### src/hdl/shr_pkg.sv
`default_nettype none
package shr_pkg;

    localparam int IDX_W      = 10;
    localparam int FUNC_W     = 2;
    localparam int PERIOD_W   = 2;
    localparam int CNT_W      = 32;
    localparam int HIST_W     = 64;
    localparam int ONES_W     = 7;
    localparam int NCOUNT_W   = 11;
    localparam int BYTES      = HIST_W / 8;
    localparam int QUEUE_AW   = 1;
    localparam int QUEUE_DEPTH = 2 ** QUEUE_AW;

    localparam logic [NCOUNT_W-1:0] NCOUNT_RESET = 11'd1024;

    localparam logic [FUNC_W-1:0] FUNC_RECORD       = 2'd0;
    localparam logic [FUNC_W-1:0] FUNC_DISABLE      = 2'd1;
    localparam logic [FUNC_W-1:0] FUNC_CLEAR_PERIOD = 2'd2;
    localparam logic [FUNC_W-1:0] FUNC_QUERY        = 2'd3;

    typedef enum logic [2:0] {
        OP_RECORD       = 3'd0,
        OP_DISABLE      = 3'd1,
        OP_CLEAR_PERIOD = 3'd2,
        OP_QUERY        = 3'd3,
        OP_REJECT       = 3'd4
    } shr_op_t;

    typedef struct packed {
        shr_op_t               op;
        logic [IDX_W-1:0]      idx;
        logic                  fired;
        logic [PERIOD_W-1:0]   period;
    } shr_item_t;

    typedef struct packed {
        logic init_busy;
    } shr_back_status_t;

endpackage
`default_nettype wire

### src/hdl/shr_front.sv
`default_nettype none
module shr_front #(
    parameter int MAX_NEURONS = 1024
) (
    input  logic                              aclk,
    input  logic                              aresetn,
    input  logic                              s_valid,
    output logic                              s_ready,
    input  logic [shr_pkg::FUNC_W-1:0]        s_func,
    input  logic [shr_pkg::IDX_W-1:0]         s_neuron_index,
    input  logic                              s_fired_value,
    input  logic [shr_pkg::PERIOD_W-1:0]      s_period_select,
    input  logic                              cfg_wr_en,
    input  logic [shr_pkg::NCOUNT_W-1:0]      cfg_wr_data,
    input  logic                              q_full,
    input  shr_pkg::shr_back_status_t         back_status,
    output logic                              push,
    output shr_pkg::shr_item_t                push_item
);
    import shr_pkg::*;

    logic [NCOUNT_W-1:0] neuron_count_reg, neuron_count_next;
    logic [31:0]         limit;
    logic                in_range;

    always_comb begin
        neuron_count_next = cfg_wr_en ? cfg_wr_data : neuron_count_reg;
    end

    always_ff @(posedge aclk) begin
        if (!aresetn) begin
            neuron_count_reg <= NCOUNT_RESET;
        end else begin
            neuron_count_reg <= neuron_count_next;
        end
    end

    assign limit    = (32'(neuron_count_reg) > 32'(MAX_NEURONS)) ? 32'(MAX_NEURONS)
                                                                 : 32'(neuron_count_reg);
    assign in_range = 32'(s_neuron_index) < limit;

    assign s_ready = !q_full && !back_status.init_busy;
    assign push    = s_valid && s_ready;

    always_comb begin
        push_item.idx    = s_neuron_index;
        push_item.fired  = s_fired_value;
        push_item.period = s_period_select;
        case (s_func)
            FUNC_RECORD: begin
                push_item.op = in_range ? OP_RECORD : OP_REJECT;
            end
            FUNC_DISABLE: begin
                push_item.op = in_range ? OP_DISABLE : OP_REJECT;
            end
            FUNC_CLEAR_PERIOD: begin
                push_item.op = OP_CLEAR_PERIOD;
            end
            FUNC_QUERY: begin
                push_item.op = in_range ? OP_QUERY : OP_REJECT;
            end
            default: begin
                push_item.op = OP_REJECT;
            end
        endcase
    end

endmodule
`default_nettype wire

### config.mk
export PLATFORM = sky130hd
export DESIGN_NAME = shr_front
export DESIGN_NICKNAME = d
export VERILOG_FILES = /design/src/hdl/shr_pkg.sv /design/src/hdl/shr_front.sv
export SDC_FILE = /design/constraint.sdc
export NUM_CORES = 1
export LEC_CHECK = 0
export BUFFER_PORTS_ARGS = -buffer_cell sky130_fd_sc_hd__buf_2
export CORE_UTILIZATION = 38
export DETAILED_ROUTE_END_ITERATION = 7
export PLACE_DENSITY = 0.75
export SYNTH_ARGS = -nofsm -noshare
export SYNTH_HDL_FRONTEND = slang
export SYNTH_SLANG_ARGS = --single-unit
### constraint.sdc
create_clock -name aclk -period 1.6 [get_ports aclk]
set_input_delay 0.32 -clock aclk [delete_from_list [all_inputs] [get_ports aclk]]
set_output_delay 0.32 -clock aclk [all_outputs]
set_load 0.05 [all_outputs]
==> flow_summary_export.csv <==
group,metric,value,unit
run_status,status,"finished, violations left",
run_status,violations,"negative setup slack",
timing,fmax,463,MHz
yosys,synthesis.nets,134,
yosys,yosysUniqueCellTypes,21,
cells_and_area,multi_input_area,672,µm²
global_route,grt_pass1_wl,3020,µm
routing,wl_per_cell,11.1,µm
routing,routed_wl,1770,µm
cells_and_area,ff_latch_area,224,µm²
cells_and_area,largest_reg_flops,11,
floorplanning,die-width,48.5,µm
timing,finalCritPeriodShare,135,%
floorplanning,num_rows,16,
cells_and_area,nets,174,
timing,final-hold-violation-count,0,
clocking,cts_sinks,11,
floorplanning,dieArea,2360,µm²
cells_and_area,fin_area,1260,µm²
clocking,clk_pin_slew_worst_paths,0.07,ns
floorplanning,placeableCoreArea,2000,µm²
place,pre_cts_slack,-0.398,ns
floorplanning,fp.dieH,48.5,µm
cells_and_area,finish.utilization,63.0,%
clocking,htreeDepth,1,
timing,worst_slew_pin_slew,0.324,ns
place,placedInstanceArea,1160,µm²
yosys,synth_top_cell_by_area,"dfxtp_1",
clocking,cts_root_buffer,"clkbuf_4",
timing,fin_skew,0,ns
timing,relSlewSlack,78.4,%
yosys,syn_avg_cell_area,8.85,µm²
yosys,ys_seq_elements,11,
timing,layout_setup_ws,-0.560,ns
timing,setup_viol,3,
timing,rsz0062_at_grt,"yes",
critical_path,cp_max_fo,11,
critical_path,start_kind,"flip-flop",
routing,drt_first_iter_violations,1,
timing,maxSlewViolCount,0,
timing,post-route-min-period,2.16,ns
yosys,synth_area,823,µm²
routing,drc_errors,0,
clocking,clock_latency,0.26,ns
critical_path,crit_path_end_kind,"primary output",
routing,first_pass_iters,2,
global_route,grt-ovfl-total,0,
pwr,vdd_drop_max,0.489,mV
global_route,grt_pass1_vias,697,
yosys,synth_cells,93,
yosys,ys_seq_area_share,26.7,%
critical_path,criticalPathCategory,"flip-flop to primary output",
place,place_congestion,0.701,
yosys,synth_top_cell_area_share,26.7,%
clocking,cts_tree,"built",
floorplanning,start_util,41.1,%
min_path,hold_path.class,"input port to flip-flop",
clocking,cts_made_buffers,3,
floorplanning,io-pin-count,50,
routing,vias,733,
clocking,ctsHoldBuffers,0,
pwr,p_per_area,630,nW/µm²
cells_and_area,layout-drive-gt1-share,62.1,%
cells_and_area,syn2layout_area_growth,53.2,%
yosys,yosysWarnings,0,
place,dp_hpwl,1470,µm
routing,postRouteAntennaNets,0,
global_route,gr-usage-all-layers,16.9,%
global_route,grt_start_max_net_pins,12,
critical_path,arrival,1.84,ns
cells_and_area,antenna_cells,0,
yosys,ys_top_cells_by_area,"dfxtp_1 (27%), ha_1 (14%), mux2i_1 (13%)",
place,portBuffers,43,
routing,viasPerCell,4.61,
pwr,power,0.794,mW
cells_and_area,fillers,186,
critical_path,cp.required,1.28,ns
flow_run,maxCapViolCount,0,
pwr,power_leakage,0.588,nW
global_route,antenna_found_initial,0,
clocking,cts_buffer_depth,2,
[placed cells by master (no fill, tap or decap), types with 2 or more instances in the layout]
master    Yosys  layout
buf_2         0      40
mux2i_1      11      11
nor2b_1      10      10
dfxtp_1      11      10
buf_4        14       8
nand2b_1     10       6
ha_4          0       5
nand2b_4      0       4
a21oi_2       0       4
nand2_1       7       4
ha_1          9       4
nand2_2       0       3
clkbuf_4      0       3
inv_1         2       2
buf_6         0       2
[per-layer routing]
layer	part of all wire [%]	global-route usage [%]
met3	6.3	3.46
met2	51	28.6
met1	42	19.8
met5	0	0
met4	0.73	9.31
[stage by stage]
stage | setup TNS (ns) | std cells | hold slack (ns)
2_1_floorplan | -0.754 | 93 | 0.448
3_3_place_gp | -0.943 | 155 | 0.496
3_5_place_dp | -1.06 | 155 | 0.501
4_1_cts | -1.62 | 159 | 0.265
5_1_grt | -1.91 | 159 | 0.261
6_report | -1.61 | 159 | 0.267
[logic make-up (layout without fill, tap and decap cells)]
family / count (synthesis) / count (layout) / synth area share (%)
adder cells (fa/ha/maj): 9 / 9 / 13.7
AND/OR/NAND/NOR: 33 / 33 / 23.1
flip-flops: 11 / 11 / 26.7
AO/OA/AOI/OAI: 11 / 11 / 8.51
buffers and inverters: 18 / 57 / 14.6
multiplexers: 11 / 11 / 13.4
[critical path: stages, from the launching register on]
cell,delay [ns]
dfxtp_4,0.38
nand2b_4,0.15
ha_4,0.21
and4b_2,0.28
a31oi_4,0.20
and3_4,0.21
buf_8,0.14
[Yosys cell counts, drive strengths merged]
master / n
nor2b: 11
and2: 1
clkbuf: 2
inv: 2
dfxtp: 11
nor2: 2
mux2i: 11
ha: 9
nand2b: 10
and3: 1
and4b: 1
o21ai: 2
a31oi: 1
a2bb2oi: 1
nand2: 7
o211a: 1
o22ai: 1
a21oi: 5
buf: 14
[what timing repair did]
item / in CTS / in global routing
setup buffers: 0 / 0
pin swaps: 1 / 1
endpoints found under the setup margin: 3 / 3
resized for setup: 12 / 6
[report_power, final]
group / total [mW] / switching, mW / leakage, nW / internal [mW]
clock: 0.185 / 0.0890 / 0.0150 / 0.0965
sequential: 0.305 / 0.0156 / 0.0909 / 0.290
combinational: 0.303 / 0.167 / 0.482 / 0.136
[final timing paths]
path                   startpoint                   end  slack [ns]  cells past startpoint
max reg2reg   neuron_count_reg[7]   neuron_count_reg[7]        0.82                      3
min reg2reg   neuron_count_reg[0]   neuron_count_reg[0]        0.52                      2
max          neuron_count_reg[10]         push_item[13]       -0.56                      6
min               cfg_wr_data[10]  neuron_count_reg[10]        0.27                      3
[layout make-up]
type	instances	share of cell area (%)
sequential	11	17.8
timing repair buffer	51	23.6
inverter	2	0.595
tap	27	2.68
multi-input combinational	64	53.3
clock buffer	4	2.08
Power figures use the tool's default switching activity.
