[src/hdl/shr_pkg.sv]
`default_nettype none
package shr_pkg;

    localparam int IDX_W      = 10;
    localparam int FUNC_W     = 2;
    localparam int PERIOD_W   = 2;
    localparam int CNT_W      = 32;
    localparam int HIST_W     = 64;
    localparam int ONES_W     = 7;
    localparam int NCOUNT_W   = 11;
    localparam int BYTES      = HIST_W / 8;
    localparam int QUEUE_AW   = 1;
    localparam int QUEUE_DEPTH = 2 ** QUEUE_AW;

    localparam logic [NCOUNT_W-1:0] NCOUNT_RESET = 11'd1024;

    localparam logic [FUNC_W-1:0] FUNC_RECORD       = 2'd0;
    localparam logic [FUNC_W-1:0] FUNC_DISABLE      = 2'd1;
    localparam logic [FUNC_W-1:0] FUNC_CLEAR_PERIOD = 2'd2;
    localparam logic [FUNC_W-1:0] FUNC_QUERY        = 2'd3;

    typedef enum logic [2:0] {
        OP_RECORD       = 3'd0,
        OP_DISABLE      = 3'd1,
        OP_CLEAR_PERIOD = 3'd2,
        OP_QUERY        = 3'd3,
        OP_REJECT       = 3'd4
    } shr_op_t;

    typedef struct packed {
        shr_op_t               op;
        logic [IDX_W-1:0]      idx;
        logic                  fired;
        logic [PERIOD_W-1:0]   period;
    } shr_item_t;

    typedef struct packed {
        logic init_busy;
    } shr_back_status_t;

endpackage
`default_nettype wire

[src/hdl/shr_queue.sv]
`default_nettype none
module shr_queue (
    input  logic                aclk,
    input  logic                aresetn,
    input  logic                push,
    input  shr_pkg::shr_item_t  push_item,
    output logic                full,
    output logic                q_valid,
    output shr_pkg::shr_item_t  q_item,
    input  logic                q_pop
);
    import shr_pkg::*;

    shr_item_t             entry_reg [QUEUE_DEPTH];
    logic [QUEUE_AW-1:0]   wr_ptr_reg, wr_ptr_next;
    logic [QUEUE_AW-1:0]   rd_ptr_reg, rd_ptr_next;
    logic [QUEUE_AW:0]     count_reg, count_next;

    assign full    = count_reg == (QUEUE_AW + 1)'(QUEUE_DEPTH);
    assign q_valid = count_reg != '0;
    assign q_item  = entry_reg[rd_ptr_reg];

    always_comb begin
        wr_ptr_next = push  ? wr_ptr_reg + 1'b1 : wr_ptr_reg;
        rd_ptr_next = q_pop ? rd_ptr_reg + 1'b1 : rd_ptr_reg;
        count_next  = count_reg;
        if (push && !q_pop) begin
            count_next = count_reg + 1'b1;
        end else if (!push && q_pop) begin
            count_next = count_reg - 1'b1;
        end
    end

    always_ff @(posedge aclk) begin
        if (!aresetn) begin
            wr_ptr_reg <= '0;
            rd_ptr_reg <= '0;
            count_reg  <= '0;
        end else begin
            wr_ptr_reg <= wr_ptr_next;
            rd_ptr_reg <= rd_ptr_next;
            count_reg  <= count_next;
        end
    end

    always_ff @(posedge aclk) begin
        if (push) begin
            entry_reg[wr_ptr_reg] <= push_item;
        end
    end

endmodule
`default_nettype wire

[config.mk]
export PLATFORM = sky130hd
export DESIGN_NAME = shr_queue
export DESIGN_NICKNAME = d
export VERILOG_FILES = /design/src/hdl/shr_pkg.sv /design/src/hdl/shr_queue.sv
export SDC_FILE = /design/constraint.sdc
export NUM_CORES = 1
export LEC_CHECK = 0
export CAP_MARGIN = 20
export CORE_MARGIN = 2
export CORE_UTILIZATION = 45
export CTS_CLUSTER_SIZE = 30
export DETAILED_ROUTE_END_ITERATION = 16
export DONT_BUFFER_PORTS = 1
export HOLD_SLACK_MARGIN = 0.02
export PLACE_DENSITY = 0.67
export SYNTH_ARGS = -nofsm -noshare
export SYNTH_HDL_FRONTEND = slang
export SYNTH_SLANG_ARGS = --single-unit
export TNS_END_PERCENT = 10
[constraint.sdc]
create_clock -name aclk -period 2 [get_ports aclk]
set_clock_uncertainty 0.05 [all_clocks]
set_input_delay 0.1 -clock aclk [delete_from_list [all_inputs] [get_ports aclk]]
set_output_delay 0.1 -clock aclk [all_outputs]
set_load 0.05 [all_outputs]
==> qor.csv <==
stage,metric,value,unit
grt,grt_max_degree,18,
clock_tree,cts_tree,done,
run,maxCapViolCount,0,
yosys,synth_top_family_by_area,multiplexers,
floorplanning,die_h,59.28,um
setup_path,end_kind,output pin,
layout,diodes,0,
setup_path,cp.arrival,1.36,ns
placed_design,placed_cell_area,1429,um^2
yosys,synth.area.top_cells,"edfxtp_1 70%, mux2_2 13%, dfxtp_1 7.3%",
yosys,synth_largest_area_cell,edfxtp_1,
sta,rsz0062_at_grt,no,
detailed_routing,wirelength,1.957,mm
sta,drv_slew,0,
setup_path,reg2reg_to,wr_ptr_reg,
yosys,synthAdderAreaFrac,0.9099,%
clock_tree,cts.clk_slew.worst_paths,0.09,ns
clock_tree,clock_latency,0.32,ns
sta,post-route-worst-setup-slack,0.4875,ns
yosys,synth_flop_cell,edfxtp_1,
sta,hold_viol,0,
detailed_routing,drc,0,
setup_path,path_cells,"buf_4, mux2_2",
clock_tree,cts_buffers,5,
yosys,synth_xor_area_share,1.911,%
yosys,yosys.area_share.simple,4.277,%
grt,grt_overflow_total,0,
layout,final.fill_count,253,
setup_path,cpPeakStageDelay,0.49,ns
yosys,syn_area,1375,um^2
hold_path,whs_endpoint,count_reg[1],
setup_path,path_class,register to output pin,
floorplanning,start_util,46.18,%
placed_design,pre_cts_ws,0.8293,ns
grt,grt_pass1_vias,694,
layout,area_growth,22.02,%
hold_path,holdPathStages,3,
detailed_routing,antenna_left,0,
setup_path,required,1.85,ns
run_status,status,finished clean,
sta,period_share,75.63,%
yosys,yosys_warnings,0,
yosys,seq_area_frac_synth,77.16,%
sta,finalSetupViolations,0,
yosys,synth_most_common_cell,edfxtp_1,
sta,tightest_slew,0.2825,ns
floorplanning,ioPinCount,38,
power_and_ir_drop,switchingPower,430.3,uW
setup_path,crit_fanout,16,
layout,drive_above_1_share,28.00,%
yosys,synth_mux_area_share,13.10,%
setup_path,cp_slowest_cell,mux2_2,
layout,finalInstanceArea,1678,um^2
placed_design,dpl.hpwl,1.245,mm
clock_tree,root_buffer,clkbuf_4,
power_and_ir_drop,p_per_area,941.7,nW/um^2
setup_path,worst_r2r_startpoint,wr_ptr_reg,
layout,fin_nets,120,
power_and_ir_drop,clkPwrFrac,24.1,%
clock_tree,cts_num_sinks,37,
sta,slew_headroom,81.25,%
yosys,syn_nets,93,
yosys,syn_inst,72,
sta,tns,0,ns
power_and_ir_drop,power_leakage,0.5916,nW
setup_path,startpoint_type,register,
clock_tree,cts-resized-gates,0,
yosys,synth_common_cells,"32 x edfxtp_1, 16 x mux2_2, 5 x dfxtp_1, 4 x and2_1",
setup_path,r2r_slack,0.50,ns
placed_design,port_buffers,0,
placed_design,place.gp.congestion,0.6071,
yosys,synth.avg_cell_area,19.10,um^2
grt,grt_usage,12.73,%
power_and_ir_drop,power,1.580,mW
yosys,synth_edf_count,32,
yosys,synth_top_area_share,69.88,%
power_and_ir_drop,seqPwrFrac,57.0,%
floorplanning,core,2978,um^2
floorplanning,row_count,20,
power_and_ir_drop,swShare,27.23,%
detailed_routing,first_pass_iters,4,
power_and_ir_drop,p_int,1.150,mW
sta,clock.fmax,0.6611,GHz
hold_path,min_path_type,primary input to register,
setup_path,reg2regPathDepth,4,
floorplanning,die_w,59.28,um
detailed_routing,viasPerCell,4.925,
clock_tree,cts_htree_levels,2,
yosys,synth_compound_area_share,1.456,%
grt,grt_pass1_wl,3.042,mm
clock_tree,cts_buffer_depth,2,
yosys,ys_ff_latch,37,
yosys,synthArstFlopShare,0,%
power_and_ir_drop,ir_drop,0.5534,mV
yosys,yosysUniqueCellTypes,17,
detailed_routing,drtIter0Drc,20,
hold_path,hp-start,push,
floorplanning,die_area,3514,um^2
power_and_ir_drop,p_comb_share,18.9,%
grt,antenna_found_initial,0,
detailed_routing,vias,655,
sta,period_needed,1.513,ns
layout,largest_reg_flops,32,
detailed_routing,avgRoutedWirePerCell,14.71,um
## power groups by stage
stage,Combinational [mW],Clock [mW],Sequential (mW)
finish,0.299,0.381,0.901
global route,0.315,0.422,0.906
CTS,0.303,0.403,0.901
detailed placement,0.267,0,0.919
global placement,0.265,0,0.917
floorplan,0.245,0,0.915
## stage by stage
step	hold WS [ns]	std cells	util, %
after floorplan	0.1489	72	-
after global placement	0.1490	106	47.98
after detailed placement	0.1489	106	47.98
after CTS	0.05798	133	56.34
after global routing	0.09574	133	56.34
final	0.07734	133	56.34
## what timing repair did
| action | 4_1_cts | 5_1_grt |
|---|---|---|
| buffers inserted | 0 | 0 |
| hold buffers | 19 | 0 |
| endpoints found under the hold margin | 37 | 0 |
## how the worst max path moves through the flow
stage,start,slack [ns],to,depth (start not counted)
5_1_grt,register,0.42,q_item[11],2
3_3_place_gp,register,0.83,q_item[11],2
4_1_cts,register,0.45,q_item[11],2
2_1_floorplan,wr_ptr_reg,0.48,entry_reg[0][0],1
3_5_place_dp,register,0.83,q_item[11],2
6_report,register,0.49,q_item[10],2
## cell usage in the layout, fill, tap and decap left out
cell and n:
a21boi_1 1, and2_1 4, and2b_2 1, buf_4 3, clkbuf_1 2, clkbuf_4 5
clkbuf_8 1, dfxtp_1 5, dlygate4sd3_1 19, edfxtp_1 32, ha_1 1, inv_1 1
mux2_2 16, nor2b_1 1, nor2b_2 1, o21a_1 1, o21ai_0 1, or2_2 1
or3_1 1, xnor2_1 1, xor2_1 2
## kinds of logic after synthesis
group / count (synthesis)
flip-flops: 37
adder cells (fa/ha/maj): 1
multiplexers: 16
buffers and inverters: 3
AO/OA/AOI/OAI: 3
AND/OR/NAND/NOR: 9
XOR/XNOR: 3
## worst max-delay path, delay by kind of cell (launching register included)
family   cells  cell delay (ns)
mux          1             0.49
flops        1             0.31
buf+inv      1             0.23
## per-layer routing
metal / vias up / GRT usage (%) / share of wire, %
met5: - / 0 / 0
met2: 21 / 22.45 / 57
met1: 309 / 11.94 / 35
met4: 0 / 6.818 / 0.87
met3: 2 / 6.114 / 7.3
li1: 323 / - / -
## layout make-up
| class | count | area, um^2 | share of cell area, % |
|---|---|---|---|
| flip-flops and latches | 37 | 1061 | 63.24 |
| multi-input cells | 32 | 300.3 | 17.90 |
| repair buffers | 22 | 212.7 | 12.68 |
| well taps | 33 | 41.29 | 2.461 |
| inverters | 1 | 3.754 | 0.2237 |
| clock buffers | 8 | 58.81 | 3.505 |
Note: power is estimated with default switching activity, not from simulation.
